<file path="config.mk">
export PLATFORM = sky130hd
export DESIGN_NAME = delimited_record_parser_flat
export DESIGN_NICKNAME = d
export VERILOG_FILES = /design/src/hw/rtl/drp_pkg.sv /design/src/hw/rtl/drp_if.sv /design/src/hw/rtl/delimited_record_parser.sv /design/src/hw/rtl/drp_front.sv /design/src/hw/rtl/drp_queue.sv /design/src/hw/rtl/drp_back.sv /design/src/flat_wrapper.sv
export SDC_FILE = /design/constraint.sdc
export NUM_CORES = 1
export LEC_CHECK = 0
export BUFFER_PORTS_ARGS = -buffer_cell sky130_fd_sc_hd__buf_2
export CORE_MARGIN = 2
export CORE_UTILIZATION = 45
export CTS_CLUSTER_DIAMETER = 30
export DETAILED_ROUTE_END_ITERATION = 16
export PLACE_DENSITY = 0.64
export SYNTH_ARGS = -nofsm -noshare
export SYNTH_HDL_FRONTEND = slang
export SYNTH_HIERARCHICAL = 1
export SYNTH_SLANG_ARGS = --single-unit
export TNS_END_PERCENT = 20
</file>
<file path="constraint.sdc">
create_clock -name i_clk -period 9.65 [get_ports i_clk]
set_input_delay 0.965 -clock i_clk [delete_from_list [all_inputs] [get_ports i_clk]]
set_output_delay 0.965 -clock i_clk [all_outputs]
set_load 0.03 [all_outputs]
</file>
<file path="src/hw/rtl/drp_pkg.sv">
// Package for the delimited record parser: payload types, byte class codes,
// character constants and default parameter values.
// No dependencies.
package drp_pkg;

    localparam int NAME_LEN_DEF    = 32;
    localparam int KEY_BITS_DEF    = 32;
    localparam int DATA_BITS_DEF   = 32;
    localparam int QUEUE_DEPTH     = 4;
    localparam int COUNT_BITS      = 6;

    localparam logic [7:0] CH_SEMI   = 8'h3B;
    localparam logic [7:0] CH_NL     = 8'h0A;
    localparam logic [7:0] CH_MINUS  = 8'h2D;
    localparam logic [7:0] CH_BSLASH = 8'h5C;
    localparam logic [7:0] CH_ZERO   = 8'h30;
    localparam logic [7:0] CH_NINE   = 8'h39;

    typedef enum logic [2:0] {
        CLS_DIGIT,
        CLS_MINUS,
        CLS_SEMI,
        CLS_NL,
        CLS_BSLASH,
        CLS_OTHER,
        CLS_END
    } t_cls;

    typedef enum logic [1:0] {
        KIND_NAME   = 2'd0,
        KIND_RECORD = 2'd1,
        KIND_END    = 2'd2
    } t_kind;

    typedef enum logic [1:0] {
        STG_KEY,
        STG_DATA,
        STG_NAME,
        STG_SKIP
    } t_stage;

    typedef struct packed {
        logic [7:0] text_byte;
        logic       end_mark;
    } t_in_item;

    typedef struct packed {
        t_kind              kind;
        logic [7:0]         name_byte;
        logic [4:0]         name_pos;
        logic [5:0]         name_length;
        logic signed [31:0] key_value;
        logic signed [31:0] data_value;
        logic               partial_dropped;
    } t_out_item;

    typedef struct packed {
        t_cls       cls;
        logic [7:0] text;
    } t_q_entry;

    function automatic t_cls classify(input t_in_item item);
        t_cls c;
        if (item.end_mark) begin
            c = CLS_END;
        end else if (item.text_byte >= CH_ZERO && item.text_byte <= CH_NINE) begin
            c = CLS_DIGIT;
        end else if (item.text_byte == CH_MINUS) begin
            c = CLS_MINUS;
        end else if (item.text_byte == CH_SEMI) begin
            c = CLS_SEMI;
        end else if (item.text_byte == CH_NL) begin
            c = CLS_NL;
        end else if (item.text_byte == CH_BSLASH) begin
            c = CLS_BSLASH;
        end else begin
            c = CLS_OTHER;
        end
        return c;
    endfunction

endpackage

</file>
<file path="src/hw/rtl/drp_if.sv">
// Stream interfaces of the delimited record parser: input bytes and results.
// Depends on drp_pkg.
interface drp_in_if import drp_pkg::*; ();
    logic     valid;
    logic     ready;
    t_in_item data;

    modport source(output valid, output data, input ready);
    modport sink(input valid, input data, output ready);
endinterface

interface drp_out_if import drp_pkg::*; ();
    logic      valid;
    logic      ready;
    t_out_item data;

    modport source(output valid, output data, input ready);
    modport sink(input valid, input data, output ready);
endinterface

</file>
<file path="src/hw/rtl/delimited_record_parser.sv">
// Top level of the delimited record parser: front classifier, queue and back
// parser. Depends on drp_pkg, drp_if, drp_front, drp_queue and drp_back.
//
// The parser takes one text byte or end mark per cycle as long as the queue has room,
// since every byte is handled by one update of the parser state in the back stage.
// A result passes the front register, a queue entry and the output register before
// it is offered. The queue of four entries lets the input side keep streaming
// while the output side stalls; once it fills, input ready drops. No clearing
// pass follows reset.
module delimited_record_parser import drp_pkg::*; #(
    parameter int NAME_LEN  = NAME_LEN_DEF,
    parameter int KEY_BITS  = KEY_BITS_DEF,
    parameter int DATA_BITS = DATA_BITS_DEF
) (
    input  logic      i_clk,
    input  logic      i_rst_n,
    drp_in_if.sink    i_in,
    drp_out_if.source o_out
);

    logic     push_valid;
    logic     push_ready;
    t_q_entry push_entry;
    logic     pop_valid;
    logic     pop_ready;
    t_q_entry pop_entry;

    drp_front u_front (
        .i_clk        (i_clk),
        .i_rst_n      (i_rst_n),
        .i_in         (i_in),
        .o_push_valid (push_valid),
        .i_push_ready (push_ready),
        .o_push_entry (push_entry)
    );

    drp_queue u_queue (
        .i_clk        (i_clk),
        .i_rst_n      (i_rst_n),
        .i_push_valid (push_valid),
        .o_push_ready (push_ready),
        .i_push_entry (push_entry),
        .o_pop_valid  (pop_valid),
        .i_pop_ready  (pop_ready),
        .o_pop_entry  (pop_entry)
    );

    drp_back #(
        .NAME_LEN  (NAME_LEN),
        .KEY_BITS  (KEY_BITS),
        .DATA_BITS (DATA_BITS)
    ) u_back (
        .i_clk       (i_clk),
        .i_rst_n     (i_rst_n),
        .i_pop_valid (pop_valid),
        .o_pop_ready (pop_ready),
        .i_pop_entry (pop_entry),
        .o_out       (o_out)
    );

endmodule

</file>
<file path="src/hw/rtl/drp_front.sv">
// Front stage: accepts input transfers, classifies each byte and holds the
// classified entry until the queue takes it. Depends on drp_pkg and drp_if.
module drp_front import drp_pkg::*; (
    input  logic     i_clk,
    input  logic     i_rst_n,
    drp_in_if.sink   i_in,
    output logic     o_push_valid,
    input  logic     i_push_ready,
    output t_q_entry o_push_entry
);

    logic     r_valid;
    logic     n_valid;
    t_q_entry r_entry;
    t_q_entry n_entry;

    assign i_in.ready   = !r_valid || i_push_ready;
    assign o_push_valid = r_valid;
    assign o_push_entry = r_entry;

    always_comb begin
        n_valid = r_valid;
        n_entry = r_entry;
        if (i_push_ready) begin
            n_valid = 1'b0;
        end
        if (i_in.valid && i_in.ready) begin
            n_valid      = 1'b1;
            n_entry.cls  = classify(i_in.data);
            n_entry.text = i_in.data.text_byte;
        end
    end

    always_ff @(posedge i_clk) begin
        if (!i_rst_n) begin
            r_valid <= 1'b0;
        end else begin
            r_valid <= n_valid;
        end
        r_entry <= n_entry;
    end

endmodule

</file>
<file path="src/hw/rtl/drp_queue.sv">
// Short queue of classified entries between the front and back stages.
// Depends on drp_pkg.
module drp_queue import drp_pkg::*; (
    input  logic     i_clk,
    input  logic     i_rst_n,
    input  logic     i_push_valid,
    output logic     o_push_ready,
    input  t_q_entry i_push_entry,
    output logic     o_pop_valid,
    input  logic     i_pop_ready,
    output t_q_entry o_pop_entry
);

    localparam int PTR_BITS = $clog2(QUEUE_DEPTH);

    t_q_entry            r_mem [QUEUE_DEPTH];
    logic [PTR_BITS-1:0] r_wr_ptr;
    logic [PTR_BITS-1:0] r_rd_ptr;
    logic [PTR_BITS:0]   r_count;
    logic                push;
    logic                pop;

    assign o_push_ready = r_count != (PTR_BITS + 1)'(QUEUE_DEPTH);
    assign o_pop_valid  = r_count != '0;
    assign o_pop_entry  = r_mem[r_rd_ptr];
    assign push         = i_push_valid && o_push_ready;
    assign pop          = o_pop_valid && i_pop_ready;

    always_ff @(posedge i_clk) begin
        if (!i_rst_n) begin
            r_wr_ptr <= '0;
            r_rd_ptr <= '0;
            r_count  <= '0;
        end else begin
            if (push) begin
                r_wr_ptr <= r_wr_ptr + 1'b1;
            end
            if (pop) begin
                r_rd_ptr <= r_rd_ptr + 1'b1;
            end
            r_count <= r_count + (PTR_BITS + 1)'(push) - (PTR_BITS + 1)'(pop);
        end
        if (push) begin
            r_mem[r_wr_ptr] <= i_push_entry;
        end
    end

endmodule

</file>
<file path="src/hw/rtl/drp_back.sv">
// Back stage: parser state machine that accumulates key and data, emits name
// bytes and records, and holds each result in an output register.
// Depends on drp_pkg and drp_if.
module drp_back import drp_pkg::*; #(
    parameter int NAME_LEN  = NAME_LEN_DEF,
    parameter int KEY_BITS  = KEY_BITS_DEF,
    parameter int DATA_BITS = DATA_BITS_DEF
) (
    input  logic     i_clk,
    input  logic     i_rst_n,
    input  logic     i_pop_valid,
    output logic     o_pop_ready,
    input  t_q_entry i_pop_entry,
    drp_out_if.source o_out
);

    t_stage                r_stage;
    t_stage                n_stage;
    logic                  r_negative;
    logic                  n_negative;
    logic                  r_at_start;
    logic                  n_at_start;
    logic                  r_escape;
    logic                  n_escape;
    logic [KEY_BITS-1:0]   r_key_acc;
    logic [KEY_BITS-1:0]   n_key_acc;
    logic [DATA_BITS-1:0]  r_data_acc;
    logic [DATA_BITS-1:0]  n_data_acc;
    logic [COUNT_BITS-1:0] r_count;
    logic [COUNT_BITS-1:0] n_count;
    logic                  r_in_record;
    logic                  n_in_record;
    logic                  r_out_valid;
    logic                  n_out_valid;
    t_out_item             r_out;
    t_out_item             n_out;

    logic                  take;

    assign o_pop_ready = !r_out_valid || o_out.ready;
    assign take        = i_pop_valid && o_pop_ready;
    assign o_out.valid = r_out_valid;
    assign o_out.data  = r_out;

    always_comb begin
        t_out_item          res;
        logic               emit;
        logic               finish;
        logic               clear;
        logic signed [63:0] key_wide;
        logic signed [63:0] data_wide;
        logic [COUNT_BITS-1:0] cnt_inc;

        n_stage     = r_stage;
        n_negative  = r_negative;
        n_at_start  = r_at_start;
        n_escape    = r_escape;
        n_key_acc   = r_key_acc;
        n_data_acc  = r_data_acc;
        n_count     = r_count;
        n_in_record = r_in_record;
        n_out_valid = r_out_valid;
        n_out       = r_out;
        res         = '0;
        emit        = 1'b0;
        finish      = 1'b0;
        clear       = 1'b0;
        key_wide    = '0;
        data_wide   = '0;
        cnt_inc     = r_count + 1'b1;

        if (o_out.ready) begin
            n_out_valid = 1'b0;
        end

        if (take) begin
            if (i_pop_entry.cls == CLS_END) begin
                emit                = 1'b1;
                clear               = 1'b1;
                res.kind            = KIND_END;
                res.partial_dropped = r_in_record;
            end else begin
                n_in_record = 1'b1;
                unique case (r_stage)
                    STG_KEY, STG_DATA: begin
                        n_at_start = 1'b0;
                        priority if (r_at_start && i_pop_entry.cls == CLS_MINUS) begin
                            n_negative = 1'b1;
                        end else if (i_pop_entry.cls == CLS_SEMI ||
                                     i_pop_entry.cls == CLS_NL) begin
                            if (r_stage == STG_KEY) begin
                                n_key_acc = r_negative ? '0 - r_key_acc : r_key_acc;
                            end else begin
                                n_data_acc = r_negative ? '0 - r_data_acc : r_data_acc;
                            end
                            if (i_pop_entry.cls == CLS_NL) begin
                                finish = 1'b1;
                            end else begin
                                n_negative = 1'b0;
                                n_at_start = 1'b1;
                                n_stage    = (r_stage == STG_KEY) ? STG_DATA : STG_NAME;
                            end
                        end else if (i_pop_entry.cls == CLS_DIGIT) begin
                            // Times ten as two shifted copies.
                            if (r_stage == STG_KEY) begin
                                n_key_acc = (r_key_acc << 3) + (r_key_acc << 1)
                                          + KEY_BITS'(i_pop_entry.text[3:0]);
                            end else begin
                                n_data_acc = (r_data_acc << 3) + (r_data_acc << 1)
                                           + DATA_BITS'(i_pop_entry.text[3:0]);
                            end
                        end else begin
                        end
                    end
                    STG_NAME: begin
                        priority if (!r_escape && i_pop_entry.cls == CLS_NL) begin
                            finish = 1'b1;
                        end else if (!r_escape && i_pop_entry.cls == CLS_BSLASH) begin
                            n_escape = 1'b1;
                        end else begin
                            n_escape      = 1'b0;
                            emit          = 1'b1;
                            res.kind      = KIND_NAME;
                            res.name_byte = i_pop_entry.text;
                            res.name_pos  = r_count[4:0];
                            n_count       = cnt_inc;
                            if (cnt_inc >= COUNT_BITS'(NAME_LEN)) begin
                                n_stage = STG_SKIP;
                            end
                        end
                    end
                    STG_SKIP: begin
                        if (i_pop_entry.cls == CLS_NL) begin
                            finish = 1'b1;
                        end
                    end
                endcase
            end

            key_wide  = 64'(signed'(n_key_acc));
            data_wide = 64'(signed'(n_data_acc));
            if (finish) begin
                emit            = 1'b1;
                clear           = 1'b1;
                res.kind        = KIND_RECORD;
                res.name_length = r_count;
                res.key_value   = key_wide[31:0];
                res.data_value  = data_wide[31:0];
            end

            if (clear) begin
                n_stage     = STG_KEY;
                n_negative  = 1'b0;
                n_at_start  = 1'b1;
                n_escape    = 1'b0;
                n_key_acc   = '0;
                n_data_acc  = '0;
                n_count     = '0;
                n_in_record = 1'b0;
            end
            if (emit) begin
                n_out_valid = 1'b1;
                n_out       = res;
            end
        end
    end

    always_ff @(posedge i_clk) begin
        if (!i_rst_n) begin
            r_stage     <= STG_KEY;
            r_negative  <= 1'b0;
            r_at_start  <= 1'b1;
            r_escape    <= 1'b0;
            r_key_acc   <= '0;
            r_data_acc  <= '0;
            r_count     <= '0;
            r_in_record <= 1'b0;
            r_out_valid <= 1'b0;
        end else begin
            r_stage     <= n_stage;
            r_negative  <= n_negative;
            r_at_start  <= n_at_start;
            r_escape    <= n_escape;
            r_key_acc   <= n_key_acc;
            r_data_acc  <= n_data_acc;
            r_count     <= n_count;
            r_in_record <= n_in_record;
            r_out_valid <= n_out_valid;
        end
        r_out <= n_out;
    end

endmodule

</file>
<file path="src/flat_wrapper.sv">
// flat-port wrapper written by rule: the top's interface ports become plain ports
module delimited_record_parser_flat import drp_pkg::*;
#(
    parameter int NAME_LEN  = NAME_LEN_DEF,
    parameter int KEY_BITS  = KEY_BITS_DEF,
    parameter int DATA_BITS = DATA_BITS_DEF
)
  (i_clk, i_rst_n, i_in_valid, i_in_data, i_in_ready, o_out_valid, o_out_data, o_out_ready);
  drp_in_if i_in_i ();
  drp_out_if o_out_i ();
  input  logic i_clk;
  input  logic i_rst_n;
  input wire logic [$bits(i_in_i.valid)-1:0] i_in_valid;
  input wire logic [$bits(i_in_i.data)-1:0] i_in_data;
  output wire logic [$bits(i_in_i.ready)-1:0] i_in_ready;
  output wire logic [$bits(o_out_i.valid)-1:0] o_out_valid;
  output wire logic [$bits(o_out_i.data)-1:0] o_out_data;
  input wire logic [$bits(o_out_i.ready)-1:0] o_out_ready;
  assign i_in_i.valid = i_in_valid;
  assign i_in_i.data = i_in_data;
  assign i_in_ready = i_in_i.ready;
  assign o_out_valid = o_out_i.valid;
  assign o_out_data = o_out_i.data;
  assign o_out_i.ready = o_out_ready;
  delimited_record_parser #(.NAME_LEN(NAME_LEN), .KEY_BITS(KEY_BITS), .DATA_BITS(DATA_BITS)) u_core (.i_clk(i_clk), .i_rst_n(i_rst_n), .i_in(i_in_i), .o_out(o_out_i));
endmodule
</file>
### Yosys cells after proc, flatten, opt, wreduce, memory -nomap -nowiden

Memory sizes are Yosys's and may differ from the RTL's. A register that Yosys moved wholly into a read port is not among the register bits.
Index checks and enable logic that the tools add are counted.

* bitwise operators: 1
* reductions and logical operators: 31
* multiplexer cells: 83
* magnitude comparators: 3
* add/subtract/negate cells: 11
* equal/unequal tests: 23

Operators with widths (number)
* $mux W32: 18
* $add A32 B32 Y32: 2
* $add A32 B4 Y32: 2
* $sub A1 B32 Y32 const A: 2
* $mux W1: 42
* $mux W6: 5
* $mux W2: 12
* $ne A3 B3 Y1 const B: 7
* $eq A8 B6 Y1 const B: 2
* $mux W3: 4
* $reduce_and A5 Y1: 2
* $reduce_and A9 Y1: 1
* $reduce_bool A3 Y1: 3
* $eq A8 B4 Y1 const B: 1
* $eq A8 B7 Y1 const B: 1
* $ge A8 B6 Y1 const B: 1
* $le A8 B6 Y1 const B: 1
* $logic_and A1 B1 Y1: 7
* $add A6 B1 Y6 const B: 1
* $eq A3 B2 Y1 const B: 2
* $eq A3 B3 Y1 const B: 2
* $ge A6 B6 Y1 const B: 1
* $ne A2 B1 Y1 const B: 3
* $reduce_bool A2 Y1: 3
* other kinds (19): 27

* memories: 1
* flip-flop bits (word level): 182
* logic and storage cells: 176
* input bits: 13
* output and inout port bits: 88
* RAM bits: 44

Memory list
* u_core.u_queue.r_mem: depth 4, width 11, read ports 1, clocked after memory_dff 1, wr ports 1, RTL line drp_queue.sv:16 `t_q_entry r_mem [QUEUE_DEPTH];`

### Longest topological paths before layout

Gate-level depths: netlist of run 1.

* depth in word-level cells: 11
* depth in mapped cells: 15
* gate-level depth less buffers: 14

### Cells and area by module

The synthesis of run 1 kept the hierarchy.

Modules (own cells, without submodules)
* drp_back: cells each 1516, area an instance 12544.5 µm², times used 1
* drp_queue: cells each 105, area an instance 2068.2 µm², times used 1
* drp_front: cells each 34, area an instance 515.5 µm², times used 1

### Worst setup path after synthesis of run 1

Ideal clock, no wire load.

* path kind: reg-to-reg
* start: register with a tool-made name
* end: register u_core.u_back.r_count[3]
* data arrival time: 4.181 ns
* stages on the path, launching flop included: 13
* setup slack: 5.342 ns
* period minus slack after synthesis: 4.308 ns
* setup time: 0.127 ns
* path through: dfxtp_1 > buf_6 > mux4_2 > clkbuf_1 > nor2b_1 > a22oi_1 > o21ai_0 > nand2_1 > nand2_1 > inv_1 > nand4_1 > xor2_1 > nor2_1

RTL lines
* end signal, assigned: RTL line drp_back.sv:186 `r_count <= n_count;`
* end, declared: RTL line drp_back.sv:29 `logic [COUNT_BITS-1:0] r_count;`

==> results.toml, run 1 <==
[clocking]
numCtsBuffers = 50
insertion_delay_ns = 0.56
cts-root-buf = "clkbuf_16"
clk_transition_reported_paths_ns = 0.05
cts_resized = 0
cts_hold_buf = 0
cts_setup_buffers = 0
cts_max_level = 2
cts_tree = "yes"
clk_path_buf_depth = 3
cts.sinks = 228

[synth]
ys.flop_type = "edfxtp_1"
synth_edf_count = 141
ys.warnings.count = 6
syn-instance-count = 1655
synthArstFlopShare_pct = 0
syn_avg_cell_area_um2 = 9.141
synth.cell_area_um2 = 15130
synth_cell_types = 94
synth_fp_nets = 1798
yosysSeqAreaShare_pct = 39.50
ys_seq_elements = 228

[route]
routedWlPerCell_um = 19.47
antenna_left = 0
firstDrtPassIters = 5
drc = 0
routed_via_density = 6.007
drt_iter0_drc = 1070
wl_um = 43370
vias = 13380

[floorplanning]
num_rows = 67
dieArea_um2 = 35100
die_h_um = 187.4
core_um2 = 33280
start_util_pct = 45.46
ioPinCount = 101
die_w_um = 187.4

[timing]
rsz0062_at_grt = "no"
setup_tns_ns = 0
worstMarginPinSlew_ns = 1.261
setup_viol = 0
layout_min_cycle_time_ns = 4.704
whs_ns = 0.4683
final_max_slew_viol_count = 0
post-route-period-util_pct = 48.75
max_slew_margin_pct = 15.85
fmax_mhz = 212.6
finClkSkew_ns = 0.01700
finalHoldViolations = 0

[setup_path]
crit_chain = "mux4_2 > inv_1 > fa_1 > fa_1 > nand2b_1 > a21oi_1 > o2111ai_1 > a211oi_1 > o31ai_1 > xor2_1 > nor2_1 > a211oi_1 > a311oi_1"
cp_slowest_stage_delay_ns = 0.81
cp_max_fo = 11
critPathRequiredTime_ns = 9.92
critPathLaunchType = "flop"
crit_arrival_ns = 4.97
critPathTopFamily = "compound AO/OA/AOI/OAI gates"
cp_slowest_cell = "dfxtp_1"
endpoint_kind = "flop"
critPathBufInv = 1
worstSetupPathType = "reg -> reg"

[pwr]
peakVddDrop_mv = 0.1441
total_power_uw = 5232
power_frac_comb_pct = 39.9
clkPwrFrac_pct = 32.8
p_leak_uw = 0.007223
switchingPower_uw = 2218
internal-power_uw = 3015
p_sw_share_pct = 42.39
p_per_area_nw_per_um2 = 295.4
seqPwrFrac_pct = 27.3

[global_route]
grt_pass1_vias = 12780
overflow = 0
grt_max_degree = 56
antenna_found_initial = 0
top_usage_layer = "met2"
gr-usage-met3_pct = 3.902
met1_usage_pct = 34.16
grt_pass1_wl_um = 69610
grt.met2_usage_pct = 39.05
grtUsageTotal_pct = 24.61

[cells_and_area]
num-fill-cells = 2985
antenna_cells = 0
layout-drive-gt1-share_pct = 14.56
area_delta_synth_final_pct = 17.10
fin_nets = 1880
area.sequential_um2 = 5976
multi_input_area_um2 = 8647

[worst_hold_path]
hold_path.class = "reg -> reg"
holdCritStartpoint = "u_core/u_back/r_in_record"

[run_status]
status = "completed"

[placed_design]
hpwl_um = 30140
io_buffers = 100
gp_congestion = 0.9218

[job]
drv_cap = 0
synthesized netlist by cell type (all sizes together), types with 8 or more instances:
library cell | number | share of area [%]
o31ai | 15 | 0.78
o22ai | 12 | 0.50
nor2 | 201 | 5.1
a21oi | 153 | 5.1
or3 | 12 | 0.50
o21ai | 120 | 4.0
a22oi | 15 | 0.78
nand3 | 37 | 1.3
buf | 17 | 0.56
o211ai | 8 | 0.40
o221ai | 11 | 0.64
nand2b | 15 | 0.62
xor2 | 18 | 1.0
edfxtp | 141 | 28
and3 | 18 | 0.75
nand4 | 10 | 0.41
o21a | 13 | 0.65
nor3 | 46 | 1.6
nand2 | 132 | 3.3
a21o | 35 | 1.7
a22o | 9 | 0.52
inv | 48 | 1.2
a211oi | 15 | 0.78
nor4 | 21 | 1.1
a221oi | 8 | 0.46
and2 | 39 | 1.6
mux4 | 11 | 1.6
dfxtp | 87 | 12
clkbuf | 70 | 1.7
mux2i | 10 | 0.66
o21bai | 9 | 0.45
xnor2 | 40 | 2.3
ha | 125 | 10
a31oi | 18 | 0.74
nor2b | 12 | 0.50
registers in the layout, indices dropped and copies added, names as in the netlist, 2 cells and up, named ones only:
name and cells:
u_core/u_back/o_out.data 86, u_core/u_queue/r_mem 44, u_core/u_back/r_data_acc 32, u_core/u_back/r_key_acc 32, u_core/u_front/o_push_entry 11, u_core/u_back/r_count 6, u_core/u_queue/r_count 3, u_core/u_back/r_stage 2
u_core/u_queue/r_rd_ptr 2, u_core/u_queue/r_wr_ptr 2
stage by stage:
step                      utilization [%]  cells  area (um2)  worst slack [ns]
after CTS                           53.23   2227       17710             4.881
after floorplan                         -   1655       15130             5.342
final                               53.23   2227       17710             4.946
after detailed placement            48.05   2133       15990             4.937
after global routing                53.23   2227       17710             4.467
after global placement              48.05   2133       15990             5.001
cell families (layout without fill, tap and decap cells):
| family | Yosys count | count (layout) | share of synthesized area (%) |
|---|---|---|---|
| AND/OR/NAND/NOR | 573 | 573 | 18.52 |
| multiplexers | 25 | 25 | 2.597 |
| flip-flops | 228 | 228 | 39.50 |
| buffers and inverters | 135 | 259 | 3.490 |
| AO/OA/AOI/OAI | 506 | 506 | 21.54 |
| XOR/XNOR | 58 | 58 | 3.358 |
| adder cells (fa/ha/maj) | 130 | 130 | 11.00 |
power groups by stage:
stage / clock [uW] / combinational [uW] / sequential (uW)
after detailed placement: 0 / 2060 / 1450
after global placement: 0 / 2040 / 1440
final: 1720 / 2090 / 1430
after CTS: 1740 / 2070 / 1430
after global routing: 1790 / 2270 / 1450
after floorplan: 0 / 1290 / 1610
worst register-to-register path: stages (launching register included):
cell       delay [ns]
dfxtp_1          0.81
mux4_2           0.60
inv_1            0.22
fa_1             0.48
fa_1             0.48
nand2b_1         0.18
a21oi_1          0.28
o2111ai_1        0.25
a211oi_1         0.41
o31ai_1          0.16
xor2_1           0.20
nor2_1           0.06
a211oi_1         0.22
a311oi_1         0.07
per-layer routing:
metal,vias to the layer above,part of all wire [%]
met5,-,0
met1,6349,45
met4,0,2.8
met3,81,7.6
li1,6381,-
met2,566,45
path summary, 6_finish.rpt:
check | to | slack [ns] | cells after the start
worst min-delay path | u_core/u_back/r_in_record | 0.47 | 2
worst min register to register | u_core/u_back/r_in_record | 0.47 | 2
worst max register to register | u_core/u_back/o_out.data[63] | 4.95 | 13
worst max-delay path | u_core/u_back/o_out.data[63] | 4.95 | 13
layout make-up:
cell class / instances / area share [%]
clock inverters: 38 / 2.296
clock buffers: 56 / 7.423
flip-flops and latches: 228 / 33.73
multi-input cells: 1292 / 48.81
well taps: 448 / 3.164
inverters: 48 / 1.024
repair buffers: 117 / 3.546
layout by cell type (no fill, tap or decap), drive strengths merged, types with 18 or more instances in the layout:
cell    synthesis  routed
xor2           18      18
nor2          201     201
o21ai         120     120
clkbuf         70      56
inv            48      62
xnor2          40      40
a21oi         153     153
a21o           35      35
nand2         132     132
buf            17     117
nand3          37      37
a31oi          18      18
dfxtp          87      87
nor3           46      46
nor4           21      21
and3           18      18
edfxtp        141     141
and2           39      39
ha            125     125
(Power assumes the default switching activity.)
==> inputs of run 2 (changes only) <==
--- a/config.mk
+++ b/config.mk
@@ -10,7 +10,7 @@
 export CORE_UTILIZATION = 45
 export CTS_CLUSTER_DIAMETER = 30
 export DETAILED_ROUTE_END_ITERATION = 16
-export PLACE_DENSITY = 0.64
+export PLACE_DENSITY = 0.67
 export SYNTH_ARGS = -nofsm -noshare
 export SYNTH_HDL_FRONTEND = slang
 export SYNTH_HIERARCHICAL = 1
==> constraint.sdc (replaced) <==
create_clock -name i_clk -period 4.3 [get_ports i_clk]
set_input_delay 0.43 -clock i_clk [delete_from_list [all_inputs] [get_ports i_clk]]
set_output_delay 0.43 -clock i_clk [all_outputs]
set_load 0.03 [all_outputs]
==> run 2 against run 1 <==
- first-iteration DRC count grew 11%
- routed wire length is 1.2% higher
- sequential power is 120% higher
- utilization grew 0.93 points
- clock skew increased by 0.016 ns
- count of clock-buffer cells in the layout grew 3
- via count up 0.55%
- sequential share of layout area decreased by 0.58 points
==> results.toml, run 2 (synthesis results as in run 1) <==
[global_route]
grt_pass1_vias = 12940
antenna_found_initial = 0
overflow = 0
grtUsageTotal_pct = 24.85
grt_pass1_wl_um = 70330
grt_max_degree = 56

[setup_path]
critPathBufInv = 2
worstReg2RegEnd = "u_core/u_back/r_data_acc[24]"
rrSetupSlack_ns = 0.19
crit_chain = "mux4_2 > clkinvlp_4 > fa_1 > fa_1 > nor2b_1 > o2111ai_1 > nand3_1 > a31oi_1 > buf_4 > o31ai_2 > a211oi_1 > o31ai_1 > mux2i_1 > o211ai_1"
cp_max_fo = 3
critPathTopFamily = "compound AO/OA/AOI/OAI gates"
worstSetupPathType = "reg -> reg"
cp_slowest_cell = "mux4_2"
crit_path_frequent_cell = "fa_1"
critPathLaunchType = "flop"
crit_arrival_ns = 4.54
endpoint_kind = "flop"
critPathRequiredTime_ns = 4.73
rr_worst_depth = 14
crit_cells = 14
cp_slowest_stage_delay_ns = 0.54

[floorplanning]
num_rows = 67
die_h_um = 187.4
core_um2 = 33280
start_util_pct = 45.46
dieArea_um2 = 35100
ioPinCount = 101
die_w_um = 187.4

[cells_and_area]
antenna_cells = 0
final_cell_area_um2 = 18020
largest_reg_flops = 86
num-fill-cells = 2950
final_common_cell = "nor2_1"
final_cell_mix = "nor2_1, a21oi_1, edfxtp_1"
area_delta_synth_final_pct = 19.14
final_cells = 2247
fin_nets = 1901
layout-drive-gt1-share_pct = 15.84

[clocking]
cts.sinks = 228
insertion_delay_ns = 0.57
numCtsBuffers = 50
cts_hold_buf = 0
clk_transition_reported_paths_ns = 0.05
cts_tree = "yes"
clk_path_buf_depth = 3
cts_max_level = 2
cts-root-buf = "clkbuf_16"

[run_status]
status = "completed"

[timing]
layout_min_cycle_time_ns = 4.109
worstMarginPinSlew_ns = 1.168
final_max_slew_viol_count = 0
max_slew_margin_pct = 21.59
worst_slack_ns = 0.1910
rsz0062_at_grt = "yes"
whs_ns = 0.09956
setup_tns_ns = 0
fmax_mhz = 243.4
finalHoldViolations = 0
finClkSkew_ns = 0.03258
setup_viol = 0
post-route-period-util_pct = 95.56

[route]
routedWlPerCell_um = 19.53
antenna_left = 0
drt_iter0_drc = 1191
firstDrtPassIters = 5
wl_um = 43890
drc = 0
vias = 13450
routed_via_density = 5.986

[placed_design]
io_buffers = 100
placed_cell_area_um2 = 16170
gp_congestion = 0.9435
pre_cts_slack_ns = 0.1488
numPlacedInstances = 2154
hpwl_um = 31120

[pwr]
peakVddDrop_mv = 0.4262
power_frac_comb_pct = 40.1
p_per_area_nw_per_um2 = 674.1
clkPwrFrac_pct = 33.9
p_sw_share_pct = 41.40
internal-power_uw = 7119
p_leak_uw = 0.007358
seqPwrFrac_pct = 26.0
switchingPower_uw = 5030

[worst_hold_path]
whs_endpoint = "u_core/u_front/o_push_entry[5]"
holdCritStartpoint = "i_in_data[6]"
hold_path.class = "in -> reg"
worstHoldPathCells = 1

[job]
drv_cap = 0
-- run 2: cell types whose count changed in the layout (fill, tap and decap cells not counted), moves of 3 or more --
cell       change
buf_4         +20
bufinv_16      +5
clkbuf_1       +3
clkinv_2       -5
inv_6          -4
-- run 2: layout make-up --
| class | count | area [um2] | share of cell area, % |
|---|---|---|---|
| inverter | 48 | 187.7 | 1.041 |
| clock buffer | 59 | 1315 | 7.296 |
| multi-input combinational | 1292 | 8681 | 48.16 |
| timing repair buffer | 138 | 798.3 | 4.429 |
| tap | 448 | 560.5 | 3.110 |
| clock inverter | 34 | 505.5 | 2.805 |
| sequential | 228 | 5976 | 33.16 |
-- run 2: power groups by stage --
stage / Sequential (uW) / Clock, uW / Combinational [uW]
3_5_place_dp: 3200 / 0 / 4780
3_3_place_gp: 3190 / 0 / 4740
6_report: 3160 / 4120 / 4870
5_1_grt: 3210 / 4280 / 5250
2_1_floorplan: 3590 / 0 / 2910
4_1_cts: 3160 / 4170 / 4800
-- run 2: what timing repair did --
item	in CTS	in global routing
buffers inserted	0	0
setup endpoints to repair	0	14
gates resized for setup	0	7
-- run 2: stage by stage --
| step | power [uW] | utilization [%] |
|---|---|---|
| after floorplan | 6502 | - |
| after global placement | 7923 | 48.57 |
| after detailed placement | 7973 | 48.57 |
| after CTS | 12130 | 54.04 |
| after global routing | 12740 | 54.16 |
| final | 12150 | 54.16 |
-- run 2: worst max-delay path by stage --
stage,slack [ns],from,end
after detailed placement,0.15,flop,u_core/u_back/o_out.data[63]
after CTS,0.09,flop,u_core/u_back/o_out.data[63]
after global placement,0.24,flop,u_core/u_back/r_data_acc[30]
after floorplan,0.30,flop,u_core/u_back/r_count[3]
final,0.19,flop,u_core/u_back/r_data_acc[24]
after global routing,-0.03,flop,u_core/u_back/r_data_acc[24]
-- run 2: per-layer routing --
layer / GRT usage [%] / share of wire [%]
met1: 34.26 / 45
met2: 38.90 / 46
met3: 3.640 / 5.9
met4: 10.84 / 3.6
met5: 0 / 0
==> inputs of run 3 (changes only) <==
--- a/config.mk
+++ b/config.mk
@@ -5,12 +5,12 @@
 export SDC_FILE = /design/constraint.sdc
 export NUM_CORES = 1
 export LEC_CHECK = 0
-export BUFFER_PORTS_ARGS = -buffer_cell sky130_fd_sc_hd__buf_2
 export CORE_MARGIN = 2
-export CORE_UTILIZATION = 45
+export CORE_UTILIZATION = 50
 export CTS_CLUSTER_DIAMETER = 30
 export DETAILED_ROUTE_END_ITERATION = 16
-export PLACE_DENSITY = 0.67
+export DONT_BUFFER_PORTS = 1
+export PLACE_DENSITY = 0.7
 export SYNTH_ARGS = -nofsm -noshare
 export SYNTH_HDL_FRONTEND = slang
 export SYNTH_HIERARCHICAL = 1
==> run 3 against run 2 <==
- clock power fell by 4%
- sequential cell count unchanged
- cell area shrank 2.5%
- power decreased by 2.5%
- die area decreased by 9.8%
- count of clock-buffer cells in the layout up 5
- global-route usage is 2.8 points higher
- clock skew grew 0.022 ns
- worst setup slack gained 0.044 ns
==> results.toml, run 3 (synthesis results as in run 1) <==
[run_status]
status = "completed"

[pwr]
power_frac_comb_pct = 35.5
p_sw_share_pct = 42.91
switchingPower_uw = 5083
seqPwrFrac_pct = 31.2
total_power_uw = 11850
p_leak_uw = 0.007020
clkPwrFrac_pct = 33.3
p_per_area_nw_per_um2 = 673.8
internal-power_uw = 6763
peakVddDrop_mv = 0.3219

[setup_path]
cp_max_fo = 4
crit_chain = "mux4_2 > inv_2 > fa_1 > inv_1 > ha_1 > a21oi_1 > o211ai_1 > a211o_1 > a21boi_1 > o2111ai_1 > nor2b_1 > a311oi_1 > xnor2_1 > o221ai_1"
critPathLaunchType = "flop"
cp_slowest_stage_delay_ns = 0.53
critPathRequiredTime_ns = 4.69
rrSetupSlack_ns = 0.24
worstReg2RegEnd = "u_core/u_back/r_data_acc[31]"
crit_arrival_ns = 4.45
worstSetupPathType = "reg -> reg"
cp_slowest_cell = "mux4_2"
crit_end = "u_core/u_back/r_data_acc[31]"
endpoint_kind = "flop"
rr_worst_depth = 14

[clocking]
numCtsBuffers = 54
cts_tree = "yes"
cts_setup_buffers = 0
clk_transition_reported_paths_ns = 0.05
cts_max_level = 2
insertion_delay_ns = 0.59
clk_path_buf_depth = 3
cts-root-buf = "clkbuf_16"
cts.sinks = 228

[global_route]
grt_pass1_vias = 12700
grtUsageTotal_pct = 27.69
overflow = 0
gr-usage-met3_pct = 4.777
grt_max_degree = 44
top_usage_layer = "met2"
grt.met2_usage_pct = 44.95
met1_usage_pct = 37.32
antenna_found_initial = 1
grt_pass1_wl_um = 69220

[floorplanning]
num_rows = 63
start_util_pct = 50.91
die_w_um = 177.9
dieArea_um2 = 31660
core_um2 = 29720
die_h_um = 177.9
ioPinCount = 101

[timing]
rsz0062_at_grt = "yes"
post-route-period-util_pct = 94.53
setup_viol = 0
max_slew_margin_pct = 21.44
worstMarginPinSlew_ns = 1.171
setup_tns_ns = 0
finClkSkew_ns = 0.05418
fmax_mhz = 246.0
layout_min_cycle_time_ns = 4.065
finalHoldViolations = 0
final_max_slew_viol_count = 0

[placed_design]
gp_congestion = 0.9686
numPlacedInstances = 2002
hpwl_um = 30910
io_buffers = 0

[cells_and_area]
fin_nets = 1823
largest_reg_flops = 86
antenna_cells = 0
num-fill-cells = 2499
layout-drive-gt1-share_pct = 11.01
final_cell_mix = "nor2_1, a21oi_1, edfxtp_1"
final_cells = 2116
final_util_pct = 59.16
area_delta_synth_final_pct = 16.21
final_common_cell = "nor2_1"

[route]
routed_via_density = 6.313
antenna_left = 0
routedWlPerCell_um = 20.76
drc = 0
vias = 13360
wl_um = 43920
drt_iter0_drc = 1418
firstDrtPassIters = 6

[worst_hold_path]
hold_path.class = "in -> reg"

[job]
drv_cap = 0
## run 3: cell count changes in the layout (fill, tap and decap cells not counted), moves of 6 or more
cell | previous run | this run
dlygate4sd3_1 | 0 | 12
bufinv_16 | 10 | 3
clkinv_4 | 3 | 9
clkinv_1 | 0 | 6
buf_2 | 100 | 0
buf_4 | 37 | 43
## run 3: worst min path at each step
stage / startpoint / end / slack [ns] / cells after the start
floorplan: u_core/u_back/r_in_record / u_core/u_back/r_in_record / 0.43 / 2
global placement: u_core/u_back/r_at_start / u_core/u_back/r_at_start / 0.45 / 2
detailed placement: u_core/u_back/r_at_start / u_core/u_back/r_at_start / 0.46 / 2
CTS: i_in_data[0] / u_core/u_front/o_push_entry[9] / 0.01 / 1
global route: i_rst_n / u_core/u_back/r_data_acc[12] / 0.02 / 1
finish: i_in_data[0] / u_core/u_front/o_push_entry[9] / 0.03 / 1
## run 3: critical path, delay by kind of cell, from the launching register on
kind	cells	cell delay, ns
compound gates	7	1.69
simple gates	1	0.18
flops	1	0.40
buf+inv	2	0.23
xor+xnor	1	0.18
fa+ha+maj	2	0.68
mux	1	0.53
## run 3: routing by layer
metal  share of wire (%)  vias up
met4                 2.9        0
met5                   0        -
li1                    -     6276
met2                  46      591
met3                 7.6       85
met1                  43     6407
## run 3: layout make-up
type,count,area (um2),share of cell area [%]
Inverter,48,183.9,1.046
Tap cell,390,488.0,2.776
Timing Repair Buffer,56,462.9,2.633
Multi-Input combinational cell,1292,8680,49.37
Sequential cell,228,5976,33.99
Clock buffer,64,1389,7.900
Clock inverter,38,401.6,2.285
## run 3: timing repair
action / 4_1_cts / 5_1_grt
resized for setup: 0 / 7
hold buffers: 12 / 0
setup endpoints to repair: 0 / 19
hold endpoints to repair: 20 / 0
## run 3: metrics by stage
stage                     setup WS, ns  cell area, um2  hold WS [ns]
after floorplan                 0.3015           15130        0.4317
after global placement          0.1016           15640        0.4511
after detailed placement       0.05311           15640        0.4557
after CTS                      0.03718           17550       0.01379
after global routing         -0.004263           17580       0.01986
final                           0.2351           17580       0.03117
## run 3: power groups by stage
stage               combinational (uW)  sequential, uW  clock (uW)
floorplan                         2910            3590           0
global placement                  4020            3730           0
detailed placement                4090            3730           0
CTS                               4120            3700        3990
global route                      4560            3750        4110
finish                            4200            3700        3940
